<file path="src/stl_pkg.sv">
// Shared types, character codes and event kinds for the script token lexer.
// Used by stl_step, stl_run_buf and script_token_lexer_unit; no dependencies.
package stl_pkg;

    localparam int STL_MAX_TOKEN_LEN = 256;
    localparam int STL_RUN_MAX       = 3;

    localparam logic [7:0]  CH_NL     = 8'h0A;
    localparam logic [7:0]  CH_SPACE  = 8'h20;
    localparam logic [7:0]  CH_QUOTE  = 8'h22;
    localparam logic [7:0]  CH_LPAREN = 8'h28;
    localparam logic [7:0]  CH_RPAREN = 8'h29;
    localparam logic [7:0]  CH_STAR   = 8'h2A;
    localparam logic [7:0]  CH_COMMA  = 8'h2C;
    localparam logic [7:0]  CH_SLASH  = 8'h2F;
    localparam logic [7:0]  CH_SEMI   = 8'h3B;
    localparam logic [23:0] LINE_MAX  = 24'hFFFFFF;

    typedef enum logic [4:0] {
        M_SEEK      = 5'b00001,
        M_PLAIN     = 5'b00010,
        M_QUOTED    = 5'b00100,
        M_LINE_CMT  = 5'b01000,
        M_BLOCK_CMT = 5'b10000
    } t_mode;

    typedef enum logic [2:0] {
        EV_BYTE  = 3'd0,
        EV_END   = 3'd1,
        EV_EOL   = 3'd2,
        EV_LONG  = 3'd3,
        EV_XLINE = 3'd4
    } t_ev_kind;

    typedef struct packed {
        t_mode       mode;
        logic        slash;
        logic        star;
        logic        paren;
        logic        cerr;
        logic [23:0] line;
    } t_scan;

    typedef struct packed {
        logic [7:0] chr;
        t_ev_kind   kind;
    } t_event;

    typedef struct packed {
        logic [1:0]            cnt;
        logic [23:0]           line;
        t_event [STL_RUN_MAX-1:0] ev;
    } t_run;

endpackage

</file>
<file path="src/stl_step.sv">
// Next-state and event logic for one text byte of the script token lexer.
// Purely combinational; depends on stl_pkg.
module stl_step
    import stl_pkg::*;
#(
    parameter int MAX_TOKEN_LEN = STL_MAX_TOKEN_LEN,
    localparam int LW = $clog2(MAX_TOKEN_LEN)
) (
    input  t_scan         i_scan,
    input  logic [LW-1:0] i_tok_len,
    input  logic [7:0]    i_byte,
    input  logic          i_fin,
    input  logic          i_cross_line,
    output t_scan         o_scan,
    output logic [LW-1:0] o_tok_len,
    output t_run          o_run
);

    function automatic t_run push(t_run r, t_ev_kind k, logic [7:0] c);
        t_event e;
        e.kind = k;
        e.chr  = c;
        if (r.cnt < 2'(STL_RUN_MAX)) begin
            r.ev[r.cnt] = e;
            r.cnt       = r.cnt + 2'd1;
        end
        return r;
    endfunction

    t_scan         nxt;
    logic [LW-1:0] len;
    t_run          run;
    logic          is_sep;
    logic          is_nl;
    logic          go_plain;
    logic          go_tok;
    logic          go_seek;
    logic [7:0]    closer;

    always_comb begin
        nxt      = i_scan;
        len      = i_tok_len;
        run      = '0;
        run.line = i_scan.line;
        go_plain = 1'b0;
        go_tok   = 1'b0;
        go_seek  = 1'b0;
        is_nl    = (i_byte == CH_NL);
        is_sep   = (i_byte <= CH_SPACE) || (i_byte == CH_SEMI) || (i_byte == CH_COMMA);
        closer   = i_scan.paren ? CH_RPAREN : CH_QUOTE;

        if (i_scan.mode == M_SEEK && i_scan.slash) begin
            nxt.slash = 1'b0;
            if (i_byte == CH_SLASH) begin
                nxt.mode = M_LINE_CMT;
            end else if (i_byte == CH_STAR) begin
                nxt.mode = M_BLOCK_CMT;
                nxt.star = 1'b0;
                nxt.cerr = 1'b0;
            end else begin
                run      = push(run, EV_BYTE, CH_SLASH);
                len      = LW'(1);
                nxt.mode = M_PLAIN;
                go_plain = 1'b1;
            end
        end else begin
            unique case (i_scan.mode)
                M_SEEK: begin
                    go_seek = 1'b1;
                end
                M_PLAIN: begin
                    go_plain = 1'b1;
                end
                M_QUOTED: begin
                    if (i_byte == closer) begin
                        run      = push(run, EV_END, 8'd0);
                        nxt.mode = M_SEEK;
                        len      = '0;
                    end else begin
                        go_tok = 1'b1;
                    end
                end
                M_LINE_CMT: begin
                    if (is_nl) begin
                        if (!i_cross_line) begin
                            run = push(run, EV_EOL, 8'd0);
                        end
                        if (nxt.line != LINE_MAX) begin
                            nxt.line = nxt.line + 24'd1;
                        end
                        nxt.mode = M_SEEK;
                    end
                end
                M_BLOCK_CMT: begin
                    if (i_scan.star && i_byte == CH_SLASH) begin
                        if (i_scan.cerr) begin
                            run = push(run, EV_XLINE, 8'd0);
                        end
                        nxt.mode = M_SEEK;
                        nxt.star = 1'b0;
                        nxt.cerr = 1'b0;
                    end else begin
                        if (is_nl) begin
                            if (!i_cross_line) begin
                                nxt.cerr = 1'b1;
                            end
                            if (nxt.line != LINE_MAX) begin
                                nxt.line = nxt.line + 24'd1;
                            end
                        end
                        nxt.star = (i_byte == CH_STAR);
                    end
                end
                default: begin
                    nxt.mode  = M_SEEK;
                    nxt.slash = 1'b0;
                    go_seek   = 1'b1;
                end
            endcase
        end

        if (go_plain) begin
            if (is_sep) begin
                run      = push(run, EV_END, 8'd0);
                nxt.mode = M_SEEK;
                len      = '0;
                go_seek  = 1'b1;
            end else begin
                go_tok = 1'b1;
            end
        end

        if (go_tok) begin
            if (len >= LW'(MAX_TOKEN_LEN - 1)) begin
                run      = push(run, EV_LONG, 8'd0);
                nxt.mode = M_SEEK;
                len      = '0;
                go_seek  = 1'b1;
            end else begin
                run = push(run, EV_BYTE, i_byte);
                len = len + LW'(1);
            end
        end

        if (go_seek) begin
            if (is_nl) begin
                if (!i_cross_line) begin
                    run = push(run, EV_EOL, 8'd0);
                end
                if (nxt.line != LINE_MAX) begin
                    nxt.line = nxt.line + 24'd1;
                end
            end else if (is_sep) begin
                nxt.mode = M_SEEK;
            end else if (i_byte == CH_SLASH) begin
                nxt.slash = 1'b1;
            end else if (i_byte == CH_QUOTE || i_byte == CH_LPAREN) begin
                nxt.mode  = M_QUOTED;
                nxt.paren = (i_byte == CH_LPAREN);
                len       = '0;
            end else begin
                run      = push(run, EV_BYTE, i_byte);
                len      = LW'(1);
                nxt.mode = M_PLAIN;
            end
        end

        if (i_fin) begin
            if (nxt.mode == M_SEEK && nxt.slash) begin
                run = push(run, EV_BYTE, CH_SLASH);
                run = push(run, EV_END, 8'd0);
            end else if (nxt.mode == M_PLAIN || nxt.mode == M_QUOTED) begin
                run = push(run, EV_END, 8'd0);
            end
            nxt.mode  = M_SEEK;
            nxt.slash = 1'b0;
            nxt.star  = 1'b0;
            nxt.paren = 1'b0;
            nxt.cerr  = 1'b0;
            len       = '0;
        end
    end

    assign o_scan    = nxt;
    assign o_tok_len = len;
    assign o_run     = run;

endmodule

</file>
<file path="src/stl_run_buf.sv">
// Result register for the script token lexer: holds the events of one text byte
// and hands them out one item per cycle while tready is high. Depends on stl_pkg.
module stl_run_buf
    import stl_pkg::*;
(
    input  logic        i_clk,
    input  logic        i_rst_n,
    input  logic        i_load,
    input  t_run        i_run,
    output logic        o_room,
    output logic        o_tvalid,
    input  logic        i_tready,
    output logic [31:0] o_tdata,   // token_char[7:0], line_number[31:8]
    output logic [2:0]  o_tuser,   // event_kind[2:0]
    output logic        o_tlast    // last_of_run
);

    logic [1:0]               r_cnt;
    logic [23:0]              r_line;
    t_event [STL_RUN_MAX-1:0] r_ev;
    logic                     pop;

    assign o_tvalid = (r_cnt != 2'd0);
    assign pop      = o_tvalid && i_tready;
    assign o_room   = (r_cnt == 2'd0) || (r_cnt == 2'd1 && i_tready);
    assign o_tlast  = (r_cnt == 2'd1);
    assign o_tdata  = {r_line, r_ev[0].chr};
    assign o_tuser  = r_ev[0].kind;

    always_ff @(posedge i_clk) begin
        if (!i_rst_n) begin
            r_cnt <= 2'd0;
        end else if (i_load) begin
            r_cnt <= i_run.cnt;
        end else if (pop) begin
            r_cnt <= r_cnt - 2'd1;
        end
    end

    always_ff @(posedge i_clk) begin
        if (i_load) begin
            r_ev   <= i_run.ev;
            r_line <= i_run.line;
        end else if (pop) begin
            r_ev <= {t_event'('0), r_ev[STL_RUN_MAX-1:1]};
        end
    end

    // A new run must never overwrite events that have not been delivered.
    a_load_room: assert property (@(posedge i_clk) disable iff (!i_rst_n)
        i_load |-> o_room)
        else $error("run loaded over undelivered events");

    a_load_count: assert property (@(posedge i_clk) disable iff (!i_rst_n)
        i_load |=> r_cnt == $past(i_run.cnt))
        else $error("run count not taken over");

    a_char_zero: assert property (@(posedge i_clk) disable iff (!i_rst_n)
        (o_tvalid && r_ev[0].kind != EV_BYTE) |-> r_ev[0].chr == 8'd0)
        else $error("nonzero character on a non-byte event");

endmodule

</file>
<file path="src/script_token_lexer_unit.sv">
// Top level of the script token lexer: input register, scan state and result buffer.
// Depends on stl_pkg, stl_step and stl_run_buf.
//
// Usage:
// Text enters on the slave stream one byte per item: tdata carries the byte and
// tlast marks the final byte of a buffer, which closes any open token.
// Events leave on the master stream, one item each: tuser carries the event kind,
// tdata the token byte and line number, and tlast marks the final event caused by
// one text byte. A byte may cause no event or up to three.
// The cross-line register is written through i_cfg_we / i_cfg_data; the user
// must write it only while idle, as the block does not enforce this. An accepted
// byte passes the input register, then the result buffer. One byte is taken per
// cycle while each byte causes at most one event and the receiver keeps tready high;
// a byte with several events holds the input until the result buffer, which sends
// one event per cycle, is sending its last. Bytes with no event pass during a stall.
// When the receiver stalls, undelivered events stay in the result buffer and the
// input register holds the next byte; o_s_tready drops until there is room.
// Reset clears the scan state and line count and sets cross-line to one.
module script_token_lexer_unit
    import stl_pkg::*;
#(
    parameter int MAX_TOKEN_LEN = STL_MAX_TOKEN_LEN
) (
    input  logic        i_clk,
    input  logic        i_rst_n,
    input  logic        i_s_tvalid,
    output logic        o_s_tready,
    input  logic [7:0]  i_s_tdata,   // text_byte[7:0]
    input  logic        i_s_tlast,   // final_byte
    output logic        o_m_tvalid,
    input  logic        i_m_tready,
    output logic [31:0] o_m_tdata,   // token_char[7:0], line_number[31:8]
    output logic [2:0]  o_m_tuser,   // event_kind[2:0]
    output logic        o_m_tlast,   // last_of_run
    input  logic        i_cfg_we,
    input  logic        i_cfg_data
);

    localparam int LW = $clog2(MAX_TOKEN_LEN);

    logic          r_in_valid;
    logic [7:0]    r_in_byte;
    logic          r_in_fin;
    logic          r_cross_line;
    t_scan         r_scan;
    logic [LW-1:0] r_tok_len;
    t_scan         n_scan;
    logic [LW-1:0] n_tok_len;
    t_run          run;
    logic          room;
    logic          consume;
    logic          load;

    assign consume    = r_in_valid && (run.cnt == 2'd0 || room);
    assign load       = consume && (run.cnt != 2'd0);
    assign o_s_tready = !r_in_valid || consume;

    always_ff @(posedge i_clk) begin
        if (!i_rst_n) begin
            r_in_valid <= 1'b0;
        end else if (o_s_tready) begin
            r_in_valid <= i_s_tvalid;
        end
    end

    always_ff @(posedge i_clk) begin
        if (o_s_tready && i_s_tvalid) begin
            r_in_byte <= i_s_tdata;
            r_in_fin  <= i_s_tlast;
        end
    end

    always_ff @(posedge i_clk) begin
        if (!i_rst_n) begin
            r_cross_line <= 1'b1;
        end else if (i_cfg_we) begin
            r_cross_line <= i_cfg_data;
        end
    end

    always_ff @(posedge i_clk) begin
        if (!i_rst_n) begin
            r_scan    <= '{mode: M_SEEK, slash: 1'b0, star: 1'b0, paren: 1'b0,
                           cerr: 1'b0, line: 24'd0};
            r_tok_len <= '0;
        end else if (consume) begin
            r_scan    <= n_scan;
            r_tok_len <= n_tok_len;
        end
    end

    stl_step #(
        .MAX_TOKEN_LEN(MAX_TOKEN_LEN)
    ) u_step (
        .i_scan      (r_scan),
        .i_tok_len   (r_tok_len),
        .i_byte      (r_in_byte),
        .i_fin       (r_in_fin),
        .i_cross_line(r_cross_line),
        .o_scan      (n_scan),
        .o_tok_len   (n_tok_len),
        .o_run       (run)
    );

    stl_run_buf u_run_buf (
        .i_clk   (i_clk),
        .i_rst_n (i_rst_n),
        .i_load  (load),
        .i_run   (run),
        .o_room  (room),
        .o_tvalid(o_m_tvalid),
        .i_tready(i_m_tready),
        .o_tdata (o_m_tdata),
        .o_tuser (o_m_tuser),
        .o_tlast (o_m_tlast)
    );

    // A pending slash only exists while seeking a token.
    a_slash_seek: assert property (@(posedge i_clk) disable iff (!i_rst_n)
        r_scan.slash |-> r_scan.mode == M_SEEK)
        else $error("slash pending outside seek mode");

    // Token length is only kept inside a token.
    a_len_idle: assert property (@(posedge i_clk) disable iff (!i_rst_n)
        (r_scan.mode == M_SEEK || r_scan.mode == M_LINE_CMT
            || r_scan.mode == M_BLOCK_CMT) |-> r_tok_len == '0)
        else $error("token length left over outside a token");

    // An offered event stays offered until the receiver takes it.
    a_out_hold: assert property (@(posedge i_clk) disable iff (!i_rst_n)
        (o_m_tvalid && !i_m_tready) |=> o_m_tvalid)
        else $error("event withdrawn before it was taken");

endmodule
</file>
<file path="config.mk">
export PLATFORM = sky130hd
export DESIGN_NAME = script_token_lexer_unit
export DESIGN_NICKNAME = d
export VERILOG_FILES = /design/src/stl_pkg.sv /design/src/stl_step.sv /design/src/stl_run_buf.sv /design/src/script_token_lexer_unit.sv
export SDC_FILE = /design/constraint.sdc
export NUM_CORES = 1
export LEC_CHECK = 0
export BUFFER_PORTS_ARGS = -buffer_cell sky130_fd_sc_hd__clkbuf_2
export CAP_MARGIN = 20
export CORE_MARGIN = 2
export CORE_UTILIZATION = 30
export CTS_CLUSTER_DIAMETER = 120
export DETAILED_ROUTE_END_ITERATION = 8
export GPL_TIMING_DRIVEN = 0
export PLACE_DENSITY = 0.47
export SETUP_SLACK_MARGIN = 0.05
export SYNTH_ARGS = -nofsm -noshare
export SYNTH_HDL_FRONTEND = slang
export SYNTH_SLANG_ARGS = --single-unit
</file>
<file path="constraint.sdc">
create_clock -name i_clk -period 6.2 [get_ports i_clk]
set_input_delay 0.62 -clock i_clk [delete_from_list [all_inputs] [get_ports i_clk]]
set_output_delay 0.62 -clock i_clk [all_outputs]
set_load 0.01 [all_outputs]
</file>
# [After elaboration in Yosys (flattened, before gate mapping)]
# Index checks and enable logic that the tools add are counted.
[classes] add_sub_neg=9 mul=0 n_div=0 order_cmp=17 eq_ne=25 shifts=0 muxes=128 bitwise=18 n_reduce_logical=36
[ops] op="$mux 59" n=16
[ops] op="$mux 33" n=13
[ops] op="$mux 58" n=4
[ops] op="$pmux 59 s3" n=1
[ops] op="$mux 24" n=7
[ops] op="$and 30x30->30" n=4
[ops] op="$not 30->30" n=4
[ops] op="$mux 8" n=14
[ops] op="$demux 11 s2" n=5
[ops] op="$bwmux 33" n=2
[ops] op="$mux 11" n=5
[ops] op="$mux 5" n=11
[ops] op="$add 24x1->24 const B" n=2
[ops] op="$eq 8x6->1 const B" n=6
[ops] op="$ne 24x24->1 const B" n=2
[ops] op="$pmux 24 s2" n=1
[ops] op="$mux 1" n=32
[ops] op="$and 27x27->27" n=1
[ops] op="$not 27->27" n=1
[ops] op="$mux 25" n=1
[ops] op="$pmux 5 s4" n=1
[ops] op="$and 18x18->18" n=1
[ops] op="$mux 2" n=9
[ops] op="$not 18->18" n=1
[ops] op="other kinds (39)" n=89
[word_totals] regBits=111 latchBits=0 mem_bits_rw=0 rom_bits=0 inputBits=15 out_inout_bits=38 elab_cells=252 n_memories=0

# [Depth between registers and ports, before layout]
[logic_depth] word_depth=52 mapped_depth=21 depth_no_buf=15

# [Hierarchy]
# Synthesis repeated with hierarchy kept, for this count alone.
[hier_totals] hier_cells=835 hier_area_um2=7803.7
[by_module_without_submodules] mod="stl_step" instances=1 cells_per_inst=513 area_per_inst_um2=3404.5 seq_area_each_um2=0.0
[by_module_without_submodules] mod="stl_run_buf" instances=1 cells_per_inst=124 area_per_inst_um2=2372.3 seq_area_each_um2=1751.7
[by_module_without_submodules] mod="script_token_lexer_unit" instances=1 cells_per_inst=198 area_per_inst_um2=2026.9 seq_area_each_um2=1131.1

# [Worst setup path after synthesis]
# Ideal clock, no wire load.
[synth_path] kind="reg2reg" start="register r_in_byte[4]" end="register u_run_buf.r_ev[11] in the netlist's numbering (data pin)" setup_time_ns=0.261 arrival_ns=4.920 required_time_ns=5.939 slack_ns=1.019 stages_incl_launch_ff=17 n_path_buf=3 period_less_slack_ns=5.181 path_cell_list="edfxtp_1 -> buf_6 -> or4b_1 -> buf_2 -> a211o_1 -> nor2_1 -> nor3_2 -> and2_1 -> ha_1 -> and4_1 -> and4_1 -> buf_4 -> a211o_1 -> o21a_1 -> o211ai_2 -> clkinv_1 -> mux2_2"
[synth_via] elab_chain_cells=33 word_cells_on_any_way=144 cone_classes="add/sub (5); order compare (17); eq/ne (11); mux (87); bitwise (8); reduce/logical (16)"
[synth_rtl] item="start, declared" line_no="script_token_lexer_unit.sv:42" rtl="logic [7:0] r_in_byte;"
[synth_rtl] item="start signal, assigned" line_no="script_token_lexer_unit.sv:68" rtl="r_in_byte <= i_s_tdata;"
[synth_rtl] item="branches (longest 31 deep; another with $add 2x1->2)"
[synth_rtl] item="$mux 59 (*)" line_no="stl_step.sv:168" rtl="if (i_fin) begin"
[synth_rtl] item="$mux 33 (*)" line_no="stl_run_buf.sv:41" rtl="if (i_load) begin"
[synth_rtl] item="end signal, assigned" line_no="stl_run_buf.sv:42" rtl="r_ev <= i_run.ev;"
[synth_rtl] item="end signal, assigned" line_no="stl_run_buf.sv:45" rtl="r_ev <= {t_event'('0), r_ev[STL_RUN_MAX-1:1]};"
[synth_rtl] item="end, declared" line_no="stl_run_buf.sv:20" rtl="t_event [STL_RUN_MAX-1:0] r_ev;"
# Every way passes the cells marked *. The select of a mux whose other input is x is not followed.
# A chain may end at the register's enable or synchronous reset.

# [Worst setup path after layout]
[layout_path] start="register r_in_byte[6]" end="output port o_s_tready"
[layout_via] elab_chain_cells=31 word_cells_on_any_way=96 cone_classes="add/sub (5); order compare (7); eq/ne (11); mux (63); reduce/logical (10)"
[layout_rtl] item="$eq 8x6->1" line_no="stl_step.sv:54, stl_step.sv:95, stl_step.sv:155"
[layout_rtl] item="$logic_and 1x1->1" line_no="stl_step.sv:95" rtl="if (i_scan.star && i_byte == CH_SLASH) begin"
[layout_rtl] item="$mux 59" line_no="stl_step.sv:95"
[layout_rtl] item="$pmux 59 s3" line_no="stl_step.sv:67" rtl="unique case (i_scan.mode)"
[layout_rtl] item="$mux 59" line_no="stl_step.sv:52" rtl="if (i_scan.mode == M_SEEK && i_scan.slash) begin"
[layout_rtl] item="$add 2x1->2 or $lt 2x2->1 (tied branches)" line_no="stl_step.sv:25, stl_step.sv:23"
[layout_rtl] item="$mux 2" line_no="stl_step.sv:23" rtl="if (r.cnt < 2'(STL_RUN_MAX)) begin"
[layout_rtl] item="$mux 59" line_no="stl_step.sv:123" rtl="if (is_sep) begin"
[layout_rtl] item="[15 not listed]"
[layout_rtl] item="$add 2x1->2 or $lt 2x2->1 (tied branches)" line_no="stl_step.sv:25, stl_step.sv:23"
[layout_rtl] item="$mux 2" line_no="stl_step.sv:23"
[layout_rtl] item="$mux 59" line_no="stl_step.sv:169" rtl="if (nxt.mode == M_SEEK && nxt.slash) begin"
[layout_rtl] item="$mux 59 (*)" line_no="stl_step.sv:168"
[layout_rtl] item="$logic_not 2->1 (*)" line_no="script_token_lexer_unit.sv:54" rtl="assign consume = r_in_valid && (run.cnt == 2'd0 || room);"
[layout_rtl] item="$logic_or 1x1->1 (*)" line_no="script_token_lexer_unit.sv:54"
[layout_rtl] item="$logic_and 1x1->1 (*)" line_no="script_token_lexer_unit.sv:54"
[layout_rtl] item="$logic_or 1x1->1 (*)" line_no="script_token_lexer_unit.sv:56" rtl="assign o_s_tready = !r_in_valid || consume;"
[layout_rtl] item="end, declared" line_no="script_token_lexer_unit.sv:27" rtl="output logic o_s_tready,"
# Mark *: on every way between the ends. The rest lies on a longest branch, timed or not. The select of a mux whose other input is x is not followed.

==> flow_metrics.env <==
export IMPL_hold_start="i_s_tlast"
export IMPL_r2r_start="r_in_byte[6]"
export IMPL_start_kind="flip-flop"
export IMPL_hold_slack_ns=0.4141
export IMPL_ys_warn_count=0
export IMPL_slowest_delay_ns=0.49
export IMPL_ios=53
export IMPL_cts_root_buf="clkbuf_16"
export IMPL_cts_path_max_buffers=2
export IMPL_cp_slowest_cell="or4b_1"
export IMPL_n_fill_cell=2549
export IMPL_dieHeight_um=158.3
export IMPL_critPathCaptureType="primary output"
export IMPL_cts_sinks=109
export IMPL_worstMarginPinSlew_ns=1.137
export IMPL_grt_pass1_wl_um=35740
export IMPL_relSlewSlack_pct=23.50
export IMPL_max_clock_freq_mhz=173.7
export IMPL_clk_latency_ns=0.37
export IMPL_drv_cap=0
export IMPL_clock_skew_ns=0.01295
export IMPL_required_ns=5.58
export IMPL_p_int_mw=1.467
export IMPL_setup_viol=0
export IMPL_row_count=56
export IMPL_min_path_cells=1
export IMPL_place_gp_congestion=0.9457
export IMPL_drtPass1Iterations=5
export IMPL_switching_share_pct=33.82
export IMPL_avgSynthCellArea_um2=8.585
export IMPL_clock_power_share_pct=26.4
export IMPL_antennaDiodeCount=0
export IMPL_die_area_mm2=0.02506
export IMPL_period_share_pct=92.87
export IMPL_grtUsageTotal_pct=18.77
export IMPL_final_nets=920
export IMPL_drt_iter0_markers=525
export IMPL_core_area_mm2=0.02340
export IMPL_reg2reg_slack_ns=0.52
export IMPL_worstSetupPathType="reg2out"
export IMPL_post_cts_setup_buffers=0
export IMPL_power_density_mw_per_mm2=271.5
export IMPL_wirelength_um=23230
export IMPL_rr_worst_depth=18
export IMPL_yosysSeqAreaShare_pct=39.52
export IMPL_area_growth_pct=14.33
export IMPL_synthFlopType="edfxtp_1"
export IMPL_route_detailed_drc=0
export IMPL_num_vias=6712
export IMPL_multi_input_area_mm2=0.003964
export IMPL_p_leak_nw=2.720
export IMPL_total_power_mw=2.217
export IMPL_slew_viol_final=0
export IMPL_htree_levels=3
export IMPL_cts_buffers=9
export IMPL_overflow=0
export IMPL_wl_per_cell_um=18.99
export IMPL_crit_chain="clkbuf_1 > or4b_1 > buf_2 > or3_1 > and2_0 > clkbuf_1 > nor3_4 > and2_1 > ha_1 > and4_1 > nand4_1 > nand2_1 > o21ai_1 > o21ai_1 > nand2_1 > nand3_1 > clkbuf_2"
export IMPL_rsz0062_at_grt="no"
export IMPL_p_comb_share_pct=28.9
export IMPL_vdd_drop_max_v=0.0001019
export IMPL_cts_reportedPaths_clkPinSlew_ns=0.08
export IMPL_p_sw_mw=0.7497
export IMPL_synth_edf_count=64
export IMPL_path_buf_inv=4
export IMPL_crit_arrival_ns=5.14
export IMPL_syn_area_mm2=0.007143
export IMPL_async_reset_ff_share_pct=0
export IMPL_path_delay_family="simple AND/OR/NAND/NOR gates"
export IMPL_tritoncts="built"
export IMPL_ys_types=88
export IMPL_dp_cells=1206
export IMPL_min_path_type="in2reg"
export IMPL_grt_max_degree=25
export IMPL_hold_path_end="r_in_fin"
export IMPL_synth_fp_nets=853
export IMPL_die_width_um=158.3
export IMPL_final_cells=1223
export IMPL_finalWorstPathRequiredPeriod_ns=5.758
export IMPL_place_port_buffers=52
export IMPL_status="finished, final reports clean"
export IMPL_grt_pass1_vias=5979
export IMPL_synth_cells=832
export IMPL_hold_viol=0
export IMPL_postRouteAntennaNets=0
export IMPL_layout_drive_gt1_share_pct=13.83
export IMPL_place_hpwl_um=17270
export IMPL_rr_endpoint="r_scan[21]"
export IMPL_power_share_sequential_pct=44.7
export IMPL_ys_ff_latch=109
export IMPL_viasPerCell=5.488
export IMPL_final_seq_area_mm2=0.002823
export IMPL_antenna_found_initial=0
export IMPL_crit_fanout=10
export IMPL_start_util_pct=30.52
==> logic make-up (layout without fill, tap and decap cells) <==
| kind of cell | after synthesis | after routing | synth area share (%) |
|---|---|---|---|
| flip-flops | 109 | 109 | 39.52 |
| buffers and inverters | 76 | 148 | 5.167 |
| XOR/XNOR | 19 | 19 | 2.330 |
| adder cells (fa/ha/maj) | 6 | 6 | 1.051 |
| AND/OR/NAND/NOR | 378 | 378 | 27.92 |
| multiplexers | 18 | 18 | 2.732 |
| AO/OA/AOI/OAI | 226 | 226 | 21.28 |
==> stage by stage <==
step                TNS (ns)  area [µm²]  setup WS, ns  utilization [%]
global route               0        8167       0.08273            34.90
floorplan                  0        7143         1.019                -
finish                     0        8167        0.4421            34.90
global placement      -4.542        7802       -0.3731            33.34
detailed placement         0        7864        0.4229            33.60
CTS                        0        8149        0.2284            34.82
==> flip-flops by register name, summed over array words and instances (netlist names) <==
register,cells
r_scan,33
r_in_valid,1
u_run_buf.o_tuser,3
u_run_buf.r_line,24
u_run_buf.r_ev,20
r_tok_len,8
r_cross_line,1
r_in_fin,1
u_run_buf.o_tdata,8
u_run_buf.r_cnt,2
r_in_byte,8
==> how the worst max path moves through the flow <==
stage | depth (start not counted) | slack [ns] | to | start
floorplan | 16 | 1.02 | u_run_buf.r_ev[11] | r_in_byte[4]
CTS | 17 | 0.23 | o_s_tready | r_in_byte[6]
detailed placement | 16 | 0.42 | r_in_byte[5] | r_in_byte[6]
global placement | 17 | -0.37 | u_run_buf.r_ev[11] | r_in_byte[6]
finish | 17 | 0.44 | o_s_tready | r_in_byte[6]
global route | 17 | 0.08 | o_s_tready | r_in_byte[6]
==> cells in the final DEF, fill, tap and decap left out, types with 22 or more instances in the layout <==
cell,n
nand2_1,102
a21oi_1,67
edfxtp_1,64
nor2_1,61
clkbuf_2,55
dfxtp_1,45
o21ai_0,41
nand3_1,39
nor3_1,34
nand4_1,27
clkbuf_1,26
inv_1,22
==> synth_stat cells, types with 4 or more instances <==
cell	n	area share, %
nand4_1	27	2.4
nor3_1	34	2.4
mux2i_1	15	2.1
and3_1	10	0.88
nor4_1	14	1.2
o211ai_1	9	0.95
inv_1	22	1.2
nand2_1	102	5.4
xor2_1	4	0.49
a21o_1	11	1.2
o21ai_0	42	2.9
o221ai_1	4	0.49
a21oi_1	67	4.7
a2bb2oi_1	7	0.86
xnor2_1	15	1.8
a211oi_1	10	1.1
o31ai_1	5	0.53
buf_2	7	0.49
ha_1	6	1.1
or3_1	11	0.96
a31oi_1	9	0.79
buf_4	12	1.3
a22oi_1	4	0.42
nor2_1	61	3.2
nor2b_1	6	0.53
edfxtp_1	64	27
o21a_1	6	0.63
clkbuf_1	28	1.5
nand3_1	39	2.7
o21ai_1	5	0.35
a211o_1	5	0.61
buf_6	4	0.63
dfxtp_1	45	13
and4_1	11	1.3
nand2b_1	10	0.88
and2_1	15	1.3
or4_1	10	1.1
==> power groups by stage <==
stage / Clock [mW] / Sequential [mW] / Combinational, mW
floorplan: 0 / 1.01 / 0.389
global placement: 0 / 1.01 / 0.612
detailed placement: 0 / 1.01 / 0.640
CTS: 0.603 / 0.993 / 0.642
global route: 0.628 / 1.01 / 0.700
finish: 0.585 / 0.992 / 0.640
==> layer usage <==
layer / routed length (µm) / up-vias / global-route usage, % / part of all wire [%]
li1: - / 3288 / - / -
met1: 12070 / 3214 / 28.98 / 52
met2: 9653 / 187 / 27.10 / 42
met3: 1160 / 23 / 2.640 / 5.0
met4: 342 / 0 / 4.976 / 1.5
met5: 0 / - / 0 / 0
==> worst register-to-register path, cell delays in order (launching register included) <==
cell	delay, ns
edfxtp_1	0.36
clkbuf_1	0.21
or4b_1	0.49
buf_2	0.18
or3_1	0.40
and2_0	0.17
clkbuf_1	0.22
nor3_4	0.37
and2_1	0.23
ha_1	0.20
and4_1	0.26
nand4_1	0.36
nand2_1	0.29
o21ai_1	0.25
o211a_4	0.37
nor2_1	0.14
clkbuf_1	0.63
o21ai_0	0.29
mux2i_1	0.17
==> final cells by class <==
cell class              count  share of cell area, %
plain buffers              52                  3.463
clock buffers              10                  2.804
clock inverters             6                 0.6894
inverters                  24                  1.103
multi-input cells         647                  48.54
flip-flops and latches    109                  34.56
well taps                 319                  4.887
repair buffers             56                  3.953
==> what timing repair did <==
item,4_1_cts,5_1_grt
setup endpoints to repair,0,43
gates resized for setup,0,8
hold buffers,0,0
Power figures use the tool's default switching activity.
